[src/rtl/core/tvcf_pkg.sv]
package tvcf_pkg;

    localparam int POS_W = 24;
    localparam int SMP_W = 16;
    localparam int CNT_W = 16;
    localparam int LVL_W = 17;
    localparam int MG_W = 16;

    localparam logic [LVL_W-1:0] UNITY = 17'h10000;
    localparam logic [POS_W-1:0] POS_MAX = {POS_W{1'b1}};

    localparam logic [2:0] ACT_TICK = 3'd0;
    localparam logic [2:0] ACT_PLAY = 3'd1;
    localparam logic [2:0] ACT_STOP = 3'd2;
    localparam logic [2:0] ACT_PAUSE = 3'd3;
    localparam logic [2:0] ACT_RESUME = 3'd4;
    localparam logic [2:0] ACT_SEEK = 3'd5;

    localparam logic [2:0] MODE_IDLE = 3'd0;
    localparam logic [2:0] MODE_FADEIN = 3'd1;
    localparam logic [2:0] MODE_STEADY = 3'd2;
    localparam logic [2:0] MODE_XFADE = 3'd3;
    localparam logic [2:0] MODE_FADEOUT = 3'd4;

    localparam logic [1:0] REG_CHANNELS = 2'd0;
    localparam logic [1:0] REG_FADE_LENGTH = 2'd1;
    localparam logic [1:0] REG_FADE_STEP = 2'd2;
    localparam logic [1:0] REG_MASTER_GAIN = 2'd3;

    typedef struct packed {
        logic start;
        logic gain;
        logic mix;
        logic finish;
    } tvcf_cmd_t;

    typedef struct packed {
        logic busy;
    } tvcf_status_t;

endpackage

[src/rtl/core/tvcf_ctrl.sv]
module tvcf_ctrl
    import tvcf_pkg::*;
(
    input  logic         clk,
    input  logic         rst_n,
    input  logic         in_fire,
    input  logic         out_valid,
    input  logic         out_ready,
    output logic         in_ready,
    output tvcf_cmd_t    cmd
);

    localparam logic [1:0] ST_IDLE = 2'd0;
    localparam logic [1:0] ST_GAIN = 2'd1;
    localparam logic [1:0] ST_MIX = 2'd2;
    localparam logic [1:0] ST_DONE = 2'd3;

    logic [1:0] state_reg;
    logic [1:0] state_next;

    assign in_ready = (state_reg == ST_IDLE) && (!out_valid || out_ready);

    always_comb
    begin
        state_next = state_reg;
        cmd = '0;
        case (state_reg)
            ST_IDLE:
            begin
                if (in_fire)
                begin
                    cmd.start = 1'b1;
                    state_next = ST_GAIN;
                end
            end
            ST_GAIN:
            begin
                cmd.gain = 1'b1;
                state_next = ST_MIX;
            end
            ST_MIX:
            begin
                cmd.mix = 1'b1;
                state_next = ST_DONE;
            end
            ST_DONE:
            begin
                cmd.finish = 1'b1;
                state_next = ST_IDLE;
            end
            default: state_next = ST_IDLE;
        endcase
    end

    always_ff @(posedge clk or negedge rst_n)
    begin
        if (!rst_n)
            state_reg <= ST_IDLE;
        else
            state_reg <= state_next;
    end

endmodule

[config.mk]
export PLATFORM = sky130hd
export DESIGN_NAME = tvcf_ctrl
export DESIGN_NICKNAME = d
export VERILOG_FILES = /design/src/rtl/core/tvcf_pkg.sv /design/src/rtl/core/tvcf_ctrl.sv
export SDC_FILE = /design/constraint.sdc
export NUM_CORES = 1
export LEC_CHECK = 0
export ABC_AREA = 1
export BUFFER_PORTS_ARGS = -buffer_cell sky130_fd_sc_hd__buf_2
export CAP_MARGIN = 20
export CORE_AREA = 2 2 39 41
export CTS_BUF_LIST = sky130_fd_sc_hd__clkbuf_4 sky130_fd_sc_hd__clkbuf_8
export DETAILED_ROUTE_END_ITERATION = 12
export DIE_AREA = 0 0 41 43
export SYNTH_ARGS = -nofsm -noshare
export SYNTH_HDL_FRONTEND = slang
export SYNTH_SLANG_ARGS = --single-unit
[constraint.sdc]
create_clock -name clk -period 1.2 [get_ports clk]
set_clock_uncertainty 0.2 [all_clocks]
set_input_delay 0.06 -clock clk [delete_from_list [all_inputs] [get_ports clk]]
set_output_delay 0.06 -clock clk [all_outputs]
set_load 0.05 [all_outputs]
==> results of run 1 <==
## cell type report
cell class	count	area (um^2)	area share (%)
Clock buffer	3	22.5	5.17
Inverter	7	30.0	6.90
Multi-Input combinational cell	15	158	36.2
Sequential cell	2	50.0	11.5
Tap cell	16	20.0	4.60
Timing Repair Buffer	17	155	35.6
## logic make-up (layout without fill, tap and decap cells)
kind of cell,after synthesis,after routing,share of synthesized area [%]
AND/OR/NAND/NOR,9,9,19.5
buffers and inverters,7,27,14.1
adder cells (fa/ha/maj),5,5,33.6
flip-flops,2,2,26.8
AO/OA/AOI/OAI,1,1,6.04
## synth_stat cells, drive strengths merged
cell	instances
nand2	7
a21boi	1
dfrtp	2
inv	7
ha	5
nand3	2
## worst reg2reg max path: stages (launching register included)
cell and delay [ns]:
dfrtp_1 0.35, inv_2 0.06, buf_4 0.14, ha_2 0.17, inv_1 0.04, nand2_1 0.05
nand2_1 0.06, nand2_1 0.05
## metrics by stage
step	setup WS, ns	cell area, um^2	power [W]
2_1_floorplan	-0.0911	223	0.000764
3_3_place_gp	-0.0558	325	0.000958
3_5_place_dp	-0.0604	325	0.000969
4_1_cts	-0.222	413	0.00128
5_1_grt	-0.262	435	0.00145
6_report	-0.204	435	0.00132
## worst max path at each step
stage | from | end | slack [ns] | cells after the start
after floorplan | state_reg[1]$_DFFE_PN0P_ | in_ready | -0.09 | 3
after global placement | state_reg[1]$_DFFE_PN0P_ | in_ready | -0.06 | 4
after detailed placement | state_reg[1]$_DFFE_PN0P_ | in_ready | -0.06 | 4
after CTS | state_reg[1]$_DFFE_PN0P_ | in_ready | -0.22 | 4
after global routing | state_reg[1]$_DFFE_PN0P_ | in_ready | -0.26 | 4
final | state_reg[1]$_DFFE_PN0P_ | in_ready | -0.20 | 4
## power groups by stage
stage / clock network (W) / logic [W] / registers (W)
after floorplan: 0 / 0.000616 / 0.000149
after global placement: 0 / 0.000829 / 0.000129
after detailed placement: 0 / 0.000840 / 0.000129
after CTS: 0.000159 / 0.000988 / 0.000129
after global routing: 0.000160 / 0.00115 / 0.000135
final: 0.000146 / 0.00104 / 0.000128
## repair_timing
action | in CTS | in global routing
resized for setup | 11 | 5
setup endpoints to repair | 6 | 7
endpoints found under the hold margin | 4 | 0
pin swaps | 0 | 1
buffers inserted | 0 | 0
hold buffers | 3 | 0
## layer usage
layer | part of all wire, % | wire (um) | vias to the layer above | GRT usage [%]
li1 | - | - | 111 | -
met1 | 32 | 133 | 92 | 6.43
met2 | 56 | 233 | 11 | 10.6
met3 | 12 | 48 | 0 | 1.57
met4 | 0 | 0 | 0 | 8.00
met5 | 0 | 0 | - | 0
## cells in the final DEF, fill, tap and decap left out
cell / Yosys / layout
ha_4: 0 / 3
inv_1: 7 / 4
clkinvlp_4: 0 / 1
a21boi_4: 0 / 1
nand3_1: 2 / 2
inv_2: 0 / 2
buf_2: 0 / 4
ha_1: 5 / 1
ha_2: 0 / 1
nand2_1: 7 / 7
buf_8: 0 / 3
dlygate4sd3_1: 0 / 3
dfrtp_1: 2 / 2
clkbuf_4: 0 / 3
buf_4: 0 / 5
buf_6: 0 / 2
==> results.ini, run 1 <==
[run_status]
status=complete, but fails checks
violations=setup timing

[synth]
synth_fp_nets=34
yosys.area.top_type=ha_1
synth_cell_types=6
syn_area_um2=186
ys_seq_area_share_pct=26.8
synth_top_area_share_pct=33.6
syn-mean-instance-area_um2=7.77
ys_seq_elements=2
syn_inst=24
synth_warnings=0
synth.area.top_cells=ha_1, dfrtp_1, inv_1, nand2_1, a21boi_2

[setup_path]
crit_path_cell_trace=inv_2 -> ha_4 -> a21boi_4 -> buf_8
end_kind=output port
cp.arrival_ns=1.14
path_class=register to output port
cpLargestDelayFamily=flip-flops
r2r_end=state_reg[0]$_DFFE_PN0P_
r2r-start=state_reg[0]$_DFFE_PN0P_
slowest_delay_ns=0.37
worstPathMaxFanout=3
crit_buf_inv=2
startpoint_type=register
worstRegToRegCells=7
cp_slowest_cell=dfrtp_1
required_ns=0.94
reg2reg_slack_ns=-0.03

[clock_network]
clockBufferDepth=2
clock_latency_ns=0.22
cts_tree=built
clkSinkCount=2
cts_root_buffer=clkbuf_4
cts_made_buffers=3
htreeDepth=1
path_clk_slew_ns=0.03

[timing]
timing.final.max_slew_violations=0
maxSlewHeadroom_pct=92.5
min_period_over_period_pct=117
hold_viol=0
rsz0062_at_grt=true
worst_pin_slew_ns=0.113
fin_tns_setup_ns=-0.813
timing.fmax_mhz=712
post-route-min-period_ns=1.40
whs_ns=0.222
finalWorstSetupSlack_ns=-0.204
setup-violations-final=6

[worst_hold_path]
min_to=in_ready
min_from=out_valid
holdPathStages=3
min_path_type=primary input to output port

[detailed_routing]
num_vias=214
totalWireLength_um=415
drtIter0Drc=2
firstDrtPassIters=4
drc=0
antenna_left=0
wire_per_inst_um=6.92
vias_per_cell=3.57

[finish]
largest_reg_flops=2
area_growth_pct=134
nets=56
final_cell_count_no_fill=60
drive_gt1_share_pct=56.8
diodes=0
fin_util_pct=31.5
n_fill_cell=141

[placed_design]
gp_congestion=0.622
dp.cells=54
io_buffers=9
place_hpwl_um=317

[power_and_ir_drop]
power_frac_clock_pct=11.1
peakVddDrop_mv=0.635
leakage_nw=0.217
seqPwrFrac_pct=9.8
p_sw_share_pct=47.8
intPower_w=0.000686
p_comb_share_pct=79.1
powerDensity_mw_per_mm2=3020
p_switching_w=0.000629

[global_route]
grt_pass1_vias=231
grt-ovfl-total=0
grt_pass1_wl_um=765
antenna_found_initial=0
track_usage_pct=6.93
grt_max_degree=4

[die]
pin_count=10
die_area_mm2=0.00176
die_w_um=41
start_util_pct=13.5
coreArea_mm2=0.00138
die_h_um=43
rows=14

[flow_run]
max_cap_violations=0

(Power assumes the default switching activity.)
==> run 2, diff against run 1 <==
- TNS_END_PERCENT: default -> 1
==> run 2 against run 1 <==
  * The flow still finishes with violations (setup timing)
  * Largest power group unchanged
  * Utilization is 1.7 points lower
  * First-iteration DRC count stayed put
  * Setup slack better by 0.00066 ns
  * Critical endpoint unchanged
  * Fmax hardly changed
  * Largest cell class is now non-clock buffers
  * Non-clock buffer count stayed put
  * Wire length is 5.8% higher
  * Global-route usage is 0.80 points lower
==> results.ini, run 2 (same netlist as run 1, synthesis figures left out) <==
[run_status]
status=complete, but fails checks
violations=setup timing

[timing]
post-route-min-period_ns=1.40
min_period_over_period_pct=117
timing.fmax_mhz=713
timing.final.max_slew_violations=0
rsz0062_at_grt=true
worst_pin_slew_ns=0.101
finalWorstSetupSlack_ns=-0.203
setup-violations-final=6
hold_viol=0
maxSlewHeadroom_pct=93.2
fin_tns_setup_ns=-0.773

[die]
die_area_mm2=0.00176
start_util_pct=13.5
rows=14
die_w_um=41
pin_count=10
die_h_um=43
coreArea_mm2=0.00138

[finish]
final_cell_count_no_fill=60
layout_common_cells=nand2_1, inv_1, buf_4, buf_2, buf_6
fin_util_pct=29.7
largest_reg_flops=2
drive_gt1_share_pct=52.3
area_growth_pct=121
n_fill_cell=151
final_common_cell=nand2_1
multi_input_area_um2=145
nets=56
diodes=0
regArea_um2=50.0

[clock_network]
clock_latency_ns=0.22
post_cts_buffers=0
cts_root_buffer=clkbuf_4
clockBufferDepth=2
path_clk_slew_ns=0.03
cts_made_buffers=3
cts_tree=built
htreeDepth=1
clkSinkCount=2

[detailed_routing]
vias_per_cell=3.47
antenna_left=0
firstDrtPassIters=2
wire_per_inst_um=7.32
num_vias=208
drc=0
drtIter0Drc=2
totalWireLength_um=439

[setup_path]
worstRegToRegCells=7
cp.arrival_ns=1.14
startpoint=state_reg[1]$_DFFE_PN0P_
end_kind=output port
required_ns=0.94
cp_slowest_cell=dfrtp_1
path_class=register to output port
startpoint_type=register
slowest_delay_ns=0.37
crit_path_cell_trace=inv_2 -> ha_4 -> a21boi_4 -> buf_6
r2r_end=state_reg[0]$_DFFE_PN0P_
r2r-start=state_reg[0]$_DFFE_PN0P_
reg2reg_slack_ns=-0.04
worstPathMaxFanout=3
crit_end=in_ready

[global_route]
grt_max_degree=4
grt_pass1_wl_um=621
grt_pass1_vias=194
grt-ovfl-total=0
antenna_found_initial=0
track_usage_pct=6.12

[power_and_ir_drop]
intPower_w=0.000645
p_sw_share_pct=48.1
p_comb_share_pct=78.1
power_frac_clock_pct=11.5
peakVddDrop_mv=0.728
seqPwrFrac_pct=10.3
leakage_nw=0.223
p_switching_w=0.000598
powerDensity_mw_per_mm2=3020

[placed_design]
gp_congestion=0.624
io_buffers=9
dp.cells=54
pre_cts_ws_ns=-0.0729

[worst_hold_path]
min_path_type=primary input to output port

[flow_run]
max_cap_violations=0

[run 2: cell count changes in the layout (fill, tap and decap cells not counted), sizes merged]
cell,delta
clkinvlp,-1
inv,+1
[run 2: repair_timing]
item                                    CTS  global route
hold buffers                              3             0
endpoints found under the setup margin    6             7
hold endpoints to repair                  4             0
resized for setup                        12             0
[run 2: layer usage]
layer	wire (um)	global-route usage (%)	up-vias	part of all wire, %
li1	-	-	110	-
met1	155	4.18	88	35
met2	236	9.38	8	54
met3	38	1.57	2	8.7
met4	8	10.0	0	1.8
met5	0	0	-	0
[run 2: cell type report]
class | count | share of cell area (%)
clock buffers | 3 | 5.47
well taps | 16 | 4.86
inverters | 7 | 6.38
repair buffers | 17 | 35.9
multi-input cells | 15 | 35.3
flip-flops and latches | 2 | 12.2
[run 2: worst min path at each step]
stage | start | endpoint | slack [ns] | cells after the start
2_1_floorplan | rst_n | state_reg[0]$_DFFE_PN0P_ | -0.44 | 0
3_5_place_dp | rst_n | state_reg[0]$_DFFE_PN0P_ | -0.35 | 1
3_3_place_gp | rst_n | state_reg[0]$_DFFE_PN0P_ | -0.35 | 1
4_1_cts | out_valid | in_ready | 0.22 | 3
6_report | out_valid | in_ready | 0.22 | 3
5_1_grt | out_valid | in_ready | 0.24 | 3
[run 2: critical path, delay by kind of cell (launching register included)]
kind / cells / cell delay (ns)
DFF: 1 / 0.37
buffers and inverters: 2 / 0.25
AOI/OAI and AO/OA: 1 / 0.16
adders and majority gates: 1 / 0.14
[run 2: power groups by stage]
stage | registers, W | logic, W | clock network (W)
global route | 0.000136 | 0.00105 | 0.000161
detailed placement | 0.000129 | 0.000842 | 0
finish | 0.000129 | 0.000971 | 0.000143
global placement | 0.000128 | 0.000824 | 0
CTS | 0.000129 | 0.000990 | 0.000153
floorplan | 0.000149 | 0.000607 | 0
[run 2: through the flow]
step / instance area, um^2 / hold WS (ns) / power (W)
5_1_grt: 412 / 0.240 / 0.00135
3_3_place_gp: 322 / -0.352 / 0.000952
4_1_cts: 412 / 0.222 / 0.00127
2_1_floorplan: 219 / -0.436 / 0.000756
3_5_place_dp: 322 / -0.352 / 0.000971
6_report: 412 / 0.221 / 0.00124
==> run 3, diff against run 2 <==
--- a/config.mk
+++ b/config.mk
@@ -11,4 +11,5 @@
 export CORE_AREA = 2 2 39 41
 export CTS_BUF_LIST = sky130_fd_sc_hd__clkbuf_4 sky130_fd_sc_hd__clkbuf_8
+export CTS_CLUSTER_DIAMETER = 150
 export DETAILED_ROUTE_END_ITERATION = 12
 export DIE_AREA = 0 0 41 43
==> constraint.sdc (replaced) <==
create_clock -name clk -period 1.2 [get_ports clk]
set_clock_uncertainty 0.2 [all_clocks]
set_input_delay 0.24 -clock clk [delete_from_list [all_inputs] [get_ports clk]]
set_output_delay 0.24 -clock clk [all_outputs]
set_load 0.05 [all_outputs]
==> run 3 against run 2 <==
  * Count of clock-buffer cells in the layout unchanged
  * Final cell count fell by 3.3%
  * Die area is the same
  * Utilization is 2.1 points lower
  * Setup slack worse by 0.18 ns
  * Worst hold slack worse by 0.097 ns
  * The run still ends with setup timing left
  * First-iteration DRC count down 100%
  * Register-to-register slack improved by 0.04 ns
  * Critical path type unchanged
  * Non-clock buffer count down 2
  * Design area is 7.0% lower
==> results.ini, run 3 (same netlist as run 1, synthesis figures left out) <==
[run_status]
status=complete, but fails checks
violations=setup timing

[global_route]
antenna_found_initial=0
grt_pass1_wl_um=648
grt_pass1_vias=196
grt-ovfl-total=0
track_usage_pct=6.12
grt_max_degree=4

[worst_hold_path]
min_to=state_reg[1]$_DFFE_PN0P_
holdPathStages=4
min_from=in_fire
min_path_type=primary input to register

[timing]
finalWorstSetupSlack_ns=-0.386
min_period_over_period_pct=132
worst_pin_slew_ns=0.108
maxSlewHeadroom_pct=92.8
hold_viol=0
fin_tns_setup_ns=-1.63
timing.fmax_mhz=631
setup-violations-final=6
timing.final.max_slew_violations=0
whs_ns=0.124
rsz0062_at_grt=true
post-route-min-period_ns=1.59

[clock_network]
path_clk_slew_ns=0.03
clockBufferDepth=2
clock_latency_ns=0.22
clkSinkCount=2
cts_tree=built
cts_made_buffers=3
post_cts_buffers=0
htreeDepth=1
cts_root_buffer=clkbuf_4

[die]
start_util_pct=13.5
pin_count=10
rows=14
die_h_um=43
die_w_um=41
coreArea_mm2=0.00138
die_area_mm2=0.00176

[setup_path]
worstPathMaxFanout=3
crit_path_cell_trace=inv_2 -> ha_4 -> a21boi_4 -> buf_6
reg2reg_slack_ns=0
end_kind=output port
required_ns=0.76
startpoint_type=register
cpLargestDelayFamily=flip-flops
cp.arrival_ns=1.15
worstRegToRegCells=6
cp_slowest_cell=dfrtp_1
r2r_end=state_reg[0]$_DFFE_PN0P_
slowest_delay_ns=0.37
crit_buf_inv=2
path_class=register to output port
r2r-start=state_reg[1]$_DFFE_PN0P_

[detailed_routing]
antenna_left=0
vias_per_cell=3.29
wire_per_inst_um=6.97
firstDrtPassIters=1
totalWireLength_um=404
drc=0
num_vias=191
drtIter0Drc=0

[finish]
fin_area_um2=383
final_common_cell=nand2_1
diodes=0
largest_reg_flops=2
nets=54
drive_gt1_share_pct=59.5
layout_common_cells=nand2_1, inv_1, buf_6, buf_4, buf_2
area_growth_pct=105
n_fill_cell=148

[placed_design]
io_buffers=9
placed_area_um2=312
gp_congestion=0.615

[flow_run]
max_cap_violations=0

run 3: layout make-up:
class	instances	area, um^2	area share [%]
clock buffer	3	22.5	5.88
tap	16	20.0	5.23
multi-input combinational	15	140	36.6
inverter	7	26.3	6.86
timing repair buffer	15	124	32.4
sequential	2	50.0	13.1
run 3: how the worst max path moves through the flow:
stage | endpoint | start | cells after the start | slack [ns]
after floorplan | in_ready | state_reg[1]$_DFFE_PN0P_ | 3 | -0.24
after global placement | in_ready | state_reg[1]$_DFFE_PN0P_ | 4 | -0.23
after detailed placement | in_ready | state_reg[1]$_DFFE_PN0P_ | 4 | -0.25
after CTS | in_ready | state_reg[1]$_DFFE_PN0P_ | 4 | -0.41
after global routing | in_ready | state_reg[1]$_DFFE_PN0P_ | 4 | -0.46
final | in_ready | state_reg[1]$_DFFE_PN0P_ | 4 | -0.39
run 3: per-stage QoR:
stage          util, %  std cells  worst slack, ns
2_1_floorplan        -         24           -0.242
3_3_place_gp      22.5         54           -0.233
3_5_place_dp      22.5         54           -0.248
4_1_cts           27.7         58           -0.409
5_1_grt           27.7         58           -0.464
6_report          27.7         58           -0.386
run 3: metal layers:
| layer | global-route usage [%] | wire length [um] | vias to the layer above | part of all wire [%] |
|---|---|---|---|---|
| li1 | - | - | 105 | - |
| met4 | 8.00 | 0 | 0 | 0 |
| met3 | 1.57 | 42 | 0 | 10 |
| met5 | 0 | 0 | - | 0 |
| met1 | 4.50 | 120 | 79 | 30 |
| met2 | 10.0 | 241 | 7 | 60 |
run 3: worst reg2reg max path, stage by stage (launching register included):
cell	delay (ns)
dfrtp_1	0.37
buf_4	0.15
ha_2	0.17
inv_1	0.05
nand2_1	0.05
nand2_1	0.05
nand2_1	0.05
run 3: what timing repair did:
| action | 4_1_cts | 5_1_grt |
|---|---|---|
| gates resized for setup | 13 | 0 |
| hold buffers | 1 | 0 |
| gates cloned | 0 | 0 |
| setup endpoints to repair | 6 | 7 |
| hold endpoints to repair | 2 | 0 |
Power of run 3 is left out: the tool's default activity adds up to more than one toggle a clock period on the data nets, which glitch-free logic cannot reach.
